[config.mk]
export PLATFORM = sky130hd
export DESIGN_NAME = sbus_frame_receiver
export DESIGN_NICKNAME = d
export VERILOG_FILES = /design/src/design/sbr_pkg.sv /design/src/design/sbus_frame_receiver.sv /design/src/design/sbr_front.sv /design/src/design/sbr_queue.sv /design/src/design/sbr_back.sv
export SDC_FILE = /design/constraint.sdc
export NUM_CORES = 1
export LEC_CHECK = 0
export ABC_AREA = 1
export ABC_CLOCK_PERIOD_IN_PS = 11600
export BUFFER_PORTS_ARGS = -buffer_cell sky130_fd_sc_hd__buf_2
export CORE_MARGIN = 2
export CORE_UTILIZATION = 33
export DETAILED_ROUTE_END_ITERATION = 12
export PLACE_DENSITY = 0.47
export SLEW_MARGIN = 20
export SYNTH_ARGS = -nofsm -noshare
export SYNTH_HDL_FRONTEND = slang
export SYNTH_SLANG_ARGS = --single-unit
[constraint.sdc]
create_clock -name clk -period 11.6 [get_ports clk]
set_clock_uncertainty 0.2 [all_clocks]
set_input_delay 0.58 -clock clk [delete_from_list [all_inputs] [get_ports clk]]
set_output_delay 0.58 -clock clk [all_outputs]
set_load 0.01 [all_outputs]
[src/design/sbr_pkg.sv]
// shared types, constants and helpers for the sbus frame receiver
`timescale 1ns / 1ps

package sbr_pkg;

  // frame geometry
  localparam int unsigned NUM_CH     = 16;
  localparam int unsigned CH_W       = 11;
  localparam int unsigned CH_BITS    = NUM_CH * CH_W;   // 176 packed channel bits
  localparam int unsigned STORE_LEN  = 23;              // data bytes between header and footer
  localparam int unsigned STORE_BITS = STORE_LEN * 8;
  localparam int unsigned FLAG_W     = 4;
  localparam int unsigned FLAG_LSB   = (STORE_LEN - 1) * 8;

  // byte position inside a frame; idle waits for header, last is the footer word
  localparam logic [4:0] POS_IDLE = 5'd0;
  localparam logic [4:0] POS_LAST = 5'd24;

  // queue of decoded frames between front and back
  localparam int unsigned QDEPTH = 2;
  localparam int unsigned QPTR_W = $clog2(QDEPTH);
  localparam int unsigned QCNT_W = $clog2(QDEPTH + 1);

  // register indexes on the configuration port
  localparam logic [1:0] REG_HEADER        = 2'd0;
  localparam logic [1:0] REG_FOOTER        = 2'd1;
  localparam logic [1:0] REG_FOOTER_NIBBLE = 2'd2;

  // one complete frame handed from front to back
  typedef struct packed {
    logic [FLAG_W-1:0]  flags;
    logic [CH_BITS-1:0] bits;
  } frame_t;

  // queue handshake from queue to back
  typedef struct packed {
    logic   valid;
    frame_t frame;
  } qhead_t;

  // frame end test: full footer byte or footer nibble in the low four bits
  function automatic logic is_footer(input logic [7:0] b, input logic [7:0] fv,
                                     input logic [3:0] fn);
    is_footer = (b == fv) || (b[3:0] == fn);
  endfunction

endpackage

[src/design/sbus_frame_receiver.sv]
// Serial-bus frame receiver: one byte word in per cycle, sixteen channel words out per frame.
// A good footer queues its frame; the back end loads it and registers out its channel words.
// Throughput: one byte word per cycle in when not stalled; one channel word per cycle out when
// out_stall is low, plus an idle gap between frames as the back end loads from the two-frame queue.
// Input stalls only on a footer word while two decoded frames still wait in the queue.
// Reset (synchronous): framing goes idle, queue empties, registers return to defaults.
`timescale 1ns / 1ps

module sbus_frame_receiver import sbr_pkg::*; (
  input  logic        clk,
  input  logic        rst,
  // configuration port
  input  logic        psel,
  input  logic        penable,
  input  logic        pwrite,
  input  logic [3:0]  paddr,
  input  logic [31:0] pwdata,
  output logic [31:0] prdata,
  output logic        pready,
  // byte input
  input  logic        in_valid,
  output logic        in_stall,
  input  logic [7:0]  rx_byte,
  // channel output
  output logic        out_valid,
  input  logic        out_stall,
  output logic [3:0]  channel_index,
  output logic [10:0] channel_value,
  output logic        digital_one,
  output logic        digital_two,
  output logic        lost_frame,
  output logic        fail_safe,
  output logic        last_channel
);

  logic [7:0] header_value;
  logic [7:0] footer_value;
  logic [3:0] footer_nibble;
  logic       cfg_wr;
  logic       q_full;
  logic       push;
  frame_t     push_frame;
  logic       pop;
  qhead_t     head;

  assign pready = 1'b1;
  assign cfg_wr = psel && penable && pwrite;

  // configuration registers
  always_ff @(posedge clk) begin
    if (rst) begin
      header_value  <= 8'h0F;
      footer_value  <= 8'h00;
      footer_nibble <= 4'h4;
    end else if (cfg_wr) begin
      unique case (paddr[3:2])
        REG_HEADER:        header_value  <= pwdata[7:0];
        REG_FOOTER:        footer_value  <= pwdata[7:0];
        REG_FOOTER_NIBBLE: footer_nibble <= pwdata[3:0];
        default: ;
      endcase
    end
  end

  // register readback
  always_comb begin
    unique case (paddr[3:2])
      REG_HEADER:        prdata = {24'd0, header_value};
      REG_FOOTER:        prdata = {24'd0, footer_value};
      REG_FOOTER_NIBBLE: prdata = {28'd0, footer_nibble};
      default:           prdata = 32'd0;
    endcase
  end

  sbr_front u_front (
    .clk           (clk),
    .rst           (rst),
    .in_valid      (in_valid),
    .in_stall      (in_stall),
    .rx_byte       (rx_byte),
    .header_value  (header_value),
    .footer_value  (footer_value),
    .footer_nibble (footer_nibble),
    .q_full        (q_full),
    .push          (push),
    .push_frame    (push_frame)
  );

  sbr_queue u_queue (
    .clk        (clk),
    .rst        (rst),
    .push       (push),
    .push_frame (push_frame),
    .full       (q_full),
    .pop        (pop),
    .head       (head)
  );

  sbr_back u_back (
    .clk           (clk),
    .rst           (rst),
    .head          (head),
    .pop           (pop),
    .out_valid     (out_valid),
    .out_stall     (out_stall),
    .channel_index (channel_index),
    .channel_value (channel_value),
    .digital_one   (digital_one),
    .digital_two   (digital_two),
    .lost_frame    (lost_frame),
    .fail_safe     (fail_safe),
    .last_channel  (last_channel)
  );

endmodule

[src/design/sbr_front.sv]
// front end: byte framing, frame capture and footer check
`timescale 1ns / 1ps

module sbr_front import sbr_pkg::*; (
  input  logic         clk,
  input  logic         rst,
  input  logic         in_valid,
  output logic         in_stall,
  input  logic [7:0]   rx_byte,
  input  logic [7:0]   header_value,
  input  logic [7:0]   footer_value,
  input  logic [3:0]   footer_nibble,
  input  logic         q_full,
  output logic         push,
  output frame_t       push_frame
);

  logic [4:0]            pos;
  logic [4:0]            pos_next;
  logic [7:0]            prev;
  logic [STORE_BITS-1:0] store;
  logic                  fire;
  logic                  last_pos;

  assign last_pos = (pos == POS_LAST);

  // hold the footer word only while the queue has no room for a frame
  assign in_stall = q_full && last_pos;
  assign fire     = in_valid && !in_stall;

  // a good footer hands the captured frame to the queue
  assign push             = fire && last_pos && is_footer(rx_byte, footer_value, footer_nibble);
  assign push_frame.bits  = store[CH_BITS-1:0];
  assign push_frame.flags = store[FLAG_LSB +: FLAG_W];

  // position sequencing
  always_comb begin
    pos_next = pos;
    if (fire) begin
      if (pos == POS_IDLE) begin
        if (rx_byte == header_value && is_footer(prev, footer_value, footer_nibble)) begin
          pos_next = 5'd1;
        end
      end else if (last_pos) begin
        pos_next = POS_IDLE;
      end else begin
        pos_next = pos + 5'd1;
      end
    end
  end

  // control state
  always_ff @(posedge clk) begin
    if (rst) begin
      pos  <= POS_IDLE;
      prev <= 8'd0;
    end else begin
      pos <= pos_next;
      if (fire) begin
        prev <= rx_byte;
      end
    end
  end

  // data words shift in from the top; first data word ends at bit 0
  always_ff @(posedge clk) begin
    if (fire && pos != POS_IDLE && !last_pos) begin
      store <= {rx_byte, store[STORE_BITS-1:8]};
    end
  end

endmodule

[src/design/sbr_queue.sv]
// two-entry queue of decoded frames between front and back
`timescale 1ns / 1ps

module sbr_queue import sbr_pkg::*; (
  input  logic   clk,
  input  logic   rst,
  input  logic   push,
  input  frame_t push_frame,
  output logic   full,
  input  logic   pop,
  output qhead_t head
);

  frame_t             entries [QDEPTH];
  logic [QPTR_W-1:0]  wr_ptr;
  logic [QPTR_W-1:0]  rd_ptr;
  logic [QCNT_W-1:0]  count;

  assign full        = (count == QCNT_W'(QDEPTH));
  assign head.valid  = (count != '0);
  assign head.frame  = entries[rd_ptr];

  // pointers and fill count
  always_ff @(posedge clk) begin
    if (rst) begin
      wr_ptr <= '0;
      rd_ptr <= '0;
      count  <= '0;
    end else begin
      if (push) begin
        wr_ptr <= wr_ptr + 1'b1;
      end
      if (pop) begin
        rd_ptr <= rd_ptr + 1'b1;
      end
      if (push && !pop) begin
        count <= count + 1'b1;
      end else if (pop && !push) begin
        count <= count - 1'b1;
      end
    end
  end

  // frame storage
  always_ff @(posedge clk) begin
    if (push) begin
      entries[wr_ptr] <= push_frame;
    end
  end

endmodule

[src/design/sbr_back.sv]
// back end: unpacks one frame into sixteen channel words
`timescale 1ns / 1ps

module sbr_back import sbr_pkg::*; (
  input  logic        clk,
  input  logic        rst,
  input  qhead_t      head,
  output logic        pop,
  output logic        out_valid,
  input  logic        out_stall,
  output logic [3:0]  channel_index,
  output logic [10:0] channel_value,
  output logic        digital_one,
  output logic        digital_two,
  output logic        lost_frame,
  output logic        fail_safe,
  output logic        last_channel
);

  logic               busy;
  logic [CH_BITS-1:0] shreg;
  logic [FLAG_W-1:0]  flags;
  logic [3:0]         cnt;
  logic               adv;
  logic               last_cnt;

  assign adv      = !out_valid || !out_stall;
  assign last_cnt = (cnt == 4'(NUM_CH - 1));
  assign pop      = !busy && head.valid;

  // control: frame load, channel count, output valid
  always_ff @(posedge clk) begin
    if (rst) begin
      busy      <= 1'b0;
      cnt       <= '0;
      out_valid <= 1'b0;
    end else begin
      if (pop) begin
        busy <= 1'b1;
        cnt  <= '0;
      end else if (busy && adv) begin
        cnt <= cnt + 4'd1;
        if (last_cnt) begin
          busy <= 1'b0;
        end
      end
      if (adv) begin
        out_valid <= busy;
      end
    end
  end

  // channel shifter and output word
  always_ff @(posedge clk) begin
    if (pop) begin
      shreg <= head.frame.bits;
      flags <= head.frame.flags;
    end else if (busy && adv) begin
      shreg         <= {{CH_W{1'b0}}, shreg[CH_BITS-1:CH_W]};
      channel_index <= cnt;
      channel_value <= shreg[CH_W-1:0];
      digital_one   <= flags[0];
      digital_two   <= flags[1];
      lost_frame    <= flags[2];
      fail_safe     <= flags[3];
      last_channel  <= last_cnt;
    end
  end

endmodule

==> out/metrics.yaml, run 1 <==
synthesis:
  flops_latches_synth: 788
  yosys.area.top_type_share_pct: 76.84
  synth_cells: 2048
  netlist-cell-type-count: 39
  ys_async_sr_fraction_pct: 0
  synth.yosys.seq_area_share_pct: 79.87
  netlist.top_cell.by_area: "edfxtp_1"
  netlist_top_cells_area: "edfxtp_1 (77%), nand2_1 (5.3%), o21ai_0 (4.3%)"
  dominantRegCellSynth: "edfxtp_1"
  yosysWarnings: 0
  syn_area_um2: 29080
  synth_edf_count: 744
  postSynthAreaPerCell_um2: 14.20
grt:
  grt_max_degree: 187
  antenna_found_initial: 0
  vias_in_the_first_global_route: 15450
  global_route_wire_length_before_repair_mm: 81.70
  globalRoute.totalOverflow: 0
  groute.usage.overall_pct: 11.37
cells_and_area:
  layout.cells.most_common: "edfxtp_1"
  syn2layout_area_growth_pct: 14.03
  final_std_cell_area_no_fill_um2: 33150
  layout_common_cells: "edfxtp_1 (744), nand2_1 (410), o21ai_0 (250)"
  num_antenna_cells: 0
  stdcell_count: 3339
  net_total_in_the_final_layout: 2179
  drive_above_1_share_pct: 10.16
die:
  chipWidth_um: 300.8
  design.portCount: 106
  core_um2: 87020
  start_util_pct: 33.41
  placementRows: 108
  die_outline_area_um2: 90500
  die_h_um: 300.8
sta:
  setup-violations-final: 0
  period_share_pct: 34.05
  grt_setup_unrepaired: "false"
  finalSetupTns_ns: 0
  max-slew-margin-rel_pct: 31.99
  slew_violations: 0
  setup_ws_ns: 7.650
  finalHoldWorstSlack_ns: 0.04923
  finalHoldViolations: 0
  min_period_ns: 3.950
  worst_pin_slew_ns: 1.020
  maxClockFrequency_mhz: 253.2
clock_tree:
  ctsLongestPathBuffers: 3
  clock_sink_count: 788
  post_cts_resize_count: 0
  clk_transition_reported_paths_ns: 0.06
  cts_tree: "yes"
  number_of_buffers_added_to_fix_hold_violations_after_cts: 9
  clk_root_buffer_cell: "clkbuf_16"
  clk_latency_ns: 0.61
  cts_setup_buffers: 0
  htree_levels: 3
  cts_buffers: 80
drt:
  drc_violations_left: 0
  detail_route.first_pass.iterations: 5
  drt_first_iter_violations: 932
  drt-wirelength-per-cell_um: 15.18
  drtAntennaViolNets: 0
  vias_per_cell: 4.419
  routed_wirelength_mm: 50.69
  routed-via-count: 14750
place:
  place_hpwl_mm: 25.41
  gpl.final_weighted_congestion: 0.7607
  placement.setup.worst_slack_ns: 7.514
  numPlacedInstances: 3187
  post_place_instance_area_um2: 30460
  port_buffers: 54
power:
  total_leakage_power_nw: 11.73
  switching_share_pct: 29.03
  combinational_share_of_power_pct: 19.6
  worst_ir_drop_vdd_mv: 0.3437
  power_frac_clock_pct: 30.7
  internal_power_w: 0.005839
  net-switching-power_w: 0.002388
  power.sequential.fraction_pct: 49.7
  pwr_density_cell_nw_per_um2: 248.1
worst_setup_path:
  critPathLaunch: "u_front.pos[0]"
  critical_path_class: "register to register"
  critical_path.endpoint_type: "register"
  critPathLaunchType: "register"
  critPathRequiredTime_ns: 11.63
  critPathArrivalTime_ns: 3.98
  worst-path-max-fanout: 107
  reg2reg_from: "u_front.pos[0]"
hold_path:
  worst_hold_path_type: "input pin to register"
  min-delay-start: "rx_byte[1]"
run_status:
  run_status: "finished, final reports clean"
flow_run:
  drv.max_cap_violation_count: 0
[cell usage after synthesis, types with 2 or more instances]
cell,count
a21oi_1,22
buf_2,49
buf_4,25
buf_6,5
clkbuf_1,24
conb_1,2
dfxtp_1,44
edfxtp_1,744
ha_1,4
inv_1,216
inv_2,4
inv_4,3
mux2_2,15
nand2_1,411
nand2_2,5
nand3_1,12
nand3_4,2
nand4_1,3
nor2_1,42
nor2_2,6
nor2_4,3
nor3_1,2
o211ai_1,4
o21ai_0,250
o21ai_1,113
or2_2,2
xnor2_1,23
xor2_1,2
[flip-flops by register name (all words and copies together) (netlist names), 2 cells and up, named ones only]
name,flops
u_back.channel_value,11
u_back.cnt,4
header_value,8
u_front.prev,8
footer_value,8
u_back.shreg,176
u_front.pos,5
u_back.flags,4
u_back.channel_index,4
footer_nibble,4
u_front.store,184
u_queue.entries,360
u_queue.count,2
[stage by stage]
step | util (%) | total power [W]
2_1_floorplan | - | 0.005402
3_3_place_gp | 35.01 | 0.005817
3_5_place_dp | 35.01 | 0.005839
4_1_cts | 38.07 | 0.008397
5_1_grt | 38.10 | 0.008744
6_report | 38.10 | 0.008227
[metal layers]
metal / vias up / track usage [%] / routed length (µm) / share of wire [%]
met5: - / 0 / 0 / 0
met4: 0 / 4.229 / 1371 / 2.7
met1: 7199 / 13.49 / 21800 / 43
met2: 212 / 20.34 / 25750 / 51
li1: 7252 / - / - / -
met3: 91 / 2.244 / 1771 / 3.5
[cell type report]
class / instances / area, µm²
tap: 1155 / 1445
inverter: 223 / 862.1
clock inverter: 44 / 419.2
timing repair buffer: 76 / 528.0
clock buffer: 98 / 2155
sequential: 788 / 23230
multi-input combinational: 955 / 4519
fill: 8155 / 53870
[worst max-delay path, stage by stage, from the launching register on]
cell and delay, ns:
dfxtp_1 0.37, inv_1 0.09, ha_1 0.22, nand2_1 0.07
inv_1 0.04, nand2_2 0.08, inv_4 0.06, nand3_4 0.09
nand3_4 0.12, nor2_4 0.64, buf_4 0.81, buf_12 0.59
[power by group through the flow]
| stage | combinational [W] | clock [W] | sequential (W) |
|---|---|---|---|
| final | 0.00161 | 0.00252 | 0.00409 |
| after global placement | 0.00164 | 0 | 0.00418 |
| after floorplan | 0.00122 | 0 | 0.00418 |
| after CTS | 0.00166 | 0.00261 | 0.00413 |
| after detailed placement | 0.00165 | 0 | 0.00419 |
| after global routing | 0.00189 | 0.00272 | 0.00414 |
[worst paths after layout]
kind                              to  slack, ns  cells after the start
max               u_front.store[117]       7.65                     11
min               u_front.store[177]       0.05                      1
max reg2reg       u_front.store[117]       7.65                     11
min reg2reg  u_back.channel_value[7]       0.22                      0
[cell families (layout without fill, tap and decap cells)]
kind of cell / after synthesis / in the layout / share of synthesized area, %
buffers and inverters: 328 / 441 / 4.936
other: 2 / 25 / 0.02583
and+or+nand+nor: 491 / 491 / 6.769
AOI/OAI and AO/OA: 395 / 395 / 6.894
xor gates and xnor gates: 25 / 25 / 0.7531
adders and majority gates: 4 / 4 / 0.1721
muxes: 15 / 15 / 0.5809
DFF: 788 / 788 / 79.87
(Power assumes the default switching activity.)
==> run 2, diff against run 1 <==
--- a/config.mk
+++ b/config.mk
@@ -6,7 +6,7 @@
 export NUM_CORES = 1
 export LEC_CHECK = 0
 export ABC_AREA = 1
-export ABC_CLOCK_PERIOD_IN_PS = 11600
+export ABC_CLOCK_PERIOD_IN_PS = 3700
 export BUFFER_PORTS_ARGS = -buffer_cell sky130_fd_sc_hd__buf_2
 export CORE_MARGIN = 2
 export CORE_UTILIZATION = 33
==> constraint.sdc (replaced) <==
create_clock -name clk -period 3.7 [get_ports clk]
set_clock_uncertainty 0.2 [all_clocks]
set_input_delay 0.185 -clock clk [delete_from_list [all_inputs] [get_ports clk]]
set_output_delay 0.185 -clock clk [all_outputs]
set_load 0.01 [all_outputs]
==> run 2 against run 1 <==
Register-to-register slack got worse by 7.3 ns. Fmax grew 19%. Die area unchanged. Highest routed layer unchanged.
==> out/metrics.yaml, run 2 (same netlist as run 1, synthesis figures left out) <==
drt:
  routed_wirelength_mm: 53.01  # +4.6%
  drc_violations_left: 0  # unchanged
  vias_per_cell: 4.424  # +0.12%
  drt_first_iter_violations: 775  # -17%
  detail_route.first_pass.iterations: 4  # -1
  drtAntennaViolNets: 0  # unchanged
  routed-via-count: 14960  # +1.4%
  drt-wirelength-per-cell_um: 15.68  # +3.3%
sta:
  grt_setup_unrepaired: "false"
  setup-violations-final: 0  # unchanged
  finalHoldViolations: 0  # unchanged
  period_share_pct: 89.68  # +56 points
  setup_ws_ns: 0.3820  # -7.268 ns
  slew_violations: 0  # unchanged
  worst_pin_slew_ns: 0.9978  # -0.02240 ns
  max-slew-margin-rel_pct: 33.41  # +1.4 points
  finalHoldWorstSlack_ns: 0.1483  # +0.09905 ns
  maxClockFrequency_mhz: 301.4  # +19%
  min_period_ns: 3.318  # -0.6321 ns
clock_tree:
  ctsLongestPathBuffers: 3  # unchanged
  cts_buffers: 84  # +5.0%
  cts_tree: "yes"
  cts_setup_buffers: 0  # unchanged
  clk_latency_ns: 0.63  # +0.02 ns
  post_cts_resize_count: 0  # unchanged
  clk_root_buffer_cell: "clkbuf_16"
  htree_levels: 3  # unchanged
  clock_sink_count: 788  # unchanged
  clk_transition_reported_paths_ns: 0.06  # about the same
worst_setup_path:
  path_cells: "inv_2 > ha_4 > nand2_1 > inv_1 > nand2_2 > inv_4 > nand3_4 > nand2_4 > inv_4 > nand2_2 > inv_2 > nand3_2 > clkinvlp_4 > buf_12 > buf_4"
  critical_path_class: "register to register"
  critical_path.endpoint_type: "register"
  critPathLaunchType: "register"
  worst-path-max-fanout: 86  # -20%
  slowest_stage: "buf_4"
  critPathArrivalTime_ns: 3.35  # -0.63 ns
  path_buf_inv: 8  # +3
  cp_top_family: "buffers and inverters"
  timing.critical_path.slowest_cell_delay_ns: 0.72  # -0.09 ns
  critPathRequiredTime_ns: 3.73  # -7.90 ns
place:
  port_buffers: 54  # unchanged
  place_hpwl_mm: 28.56  # +12%
  numPlacedInstances: 3199  # +0.38%
  gpl.final_weighted_congestion: 0.8291  # +9.0%
  placement.setup.worst_slack_ns: 0.3368  # -7.177 ns
die:
  design.portCount: 106  # unchanged
  placementRows: 108  # unchanged
  die_outline_area_um2: 90500  # unchanged
  chipWidth_um: 300.8  # unchanged
  die_h_um: 300.8  # unchanged
  start_util_pct: 33.41  # unchanged
  core_um2: 87020  # unchanged
flow_run:
  drv.max_cap_violation_count: 0  # unchanged
power:
  worst_ir_drop_vdd_mv: 0.6815  # +98%
  total_leakage_power_nw: 11.93  # +1.6%
  pwr_density_cell_nw_per_um2: 783.8  # +220%
cells_and_area:
  num_antenna_cells: 0  # unchanged
  largest_reg_flops: 360  # unchanged
  syn2layout_area_growth_pct: 15.77
  finalCoreUtilization_pct: 38.68  # +0.58 points
  stdcell_count: 3382  # +1.3%
  register_containing_the_most_flip_flops_in_the_final_layout: "u_queue.entries"
  drive_above_1_share_pct: 10.73  # +0.57 points
  biggestRegsByFlops: "u_queue.entries: 360 flops, u_front.store: 184 flops, u_back.shreg: 176 flops"
  layout_common_cells: "edfxtp_1 (744), nand2_1 (410), o21ai_0 (250)"
  layout.cells.most_common: "edfxtp_1"
  net_total_in_the_final_layout: 2215  # +1.7%
hold_path:
  worst_hold_path_type: "input pin to register"
grt:
  antenna_found_initial: 0  # unchanged
  global_route_wire_length_before_repair_mm: 85.07  # +4.1%
  vias_in_the_first_global_route: 15570  # +0.75%
  groute.usage.overall_pct: 11.91  # +0.53 points
  grt_max_degree: 170  # -9.1%
  globalRoute.totalOverflow: 0  # unchanged
run_status:
  run_status: "finished, final reports clean"
==> run 2: changes by cell type in the layout (fill, tap and decap cells not counted), moves of 3 or more <==
cell / delta
clkinv_2: -5
buf_4: +5
buf_12: +7
dlygate4sd3_1: +21
inv_6: +3
clkbuf_1: +8
==> run 2: layout make-up <==
cell class,count,area [µm²]
Clock buffer,107,2210
Clock inverter,46,490.5
Fill cell,8187,53360
Inverter,223,858.3
Multi-Input combinational cell,955,4541
Sequential cell,788,23230
Tap cell,1155,1445
Timing Repair Buffer,108,888.4
==> run 2: repair_timing <==
action / 4_1_cts / 5_1_grt
hold endpoints to repair: 50 / 0
hold buffers: 30 / 0
setup endpoints to repair: 0 / 0
==> run 2: stage by stage <==
stage               TNS (ns)  total power (W)  cell area [µm²]
finish                     0          0.02638            33660
global route               0          0.02803            33660
CTS                        0          0.02696            33660
detailed placement         0          0.01856            30660
global placement           0          0.01847            30660
floorplan            -381.49          0.01671            29200
==> run 2: path summary, 6_finish.rpt <==
path                         from                      end  slack [ns]  cells after the start
setup / recovery   u_front.pos[0]   u_queue.entries[1][16]        0.38                     15
setup reg to reg   u_front.pos[0]   u_queue.entries[1][16]        0.38                     15
hold reg to reg   u_back.shreg[3]  u_back.channel_value[3]        0.22                      0
hold / removal         rx_byte[4]       u_front.store[180]        0.15                      2
==> run 2: worst register-to-register path: cells and delay by family, from the launching register on <==
family	cells	cell delay (ns)
simple gates	6	0.50
fa+ha+maj	1	0.15
buf+inv	8	1.68
flops	1	0.37
==> run 2: power by group <==
group          switching (W)  internal, W  total (W)
Clock                0.00334      0.00492    0.00826
Combinational        0.00391      0.00143    0.00534
Sequential          0.000514       0.0123     0.0128
Total                0.00776       0.0186     0.0264
==> run 2: per-layer routing <==
| layer | global-route usage (%) | routed length [µm] | up-vias | share of wire, % |
|---|---|---|---|---|
| li1 | - | - | 7334 | - |
| met1 | 14.38 | 22890 | 7330 | 43 |
| met2 | 21.34 | 27180 | 213 | 51 |
| met3 | 2.374 | 1763 | 85 | 3.3 |
| met4 | 3.648 | 1179 | 0 | 2.2 |
| met5 | 0 | 0 | - | 0 |
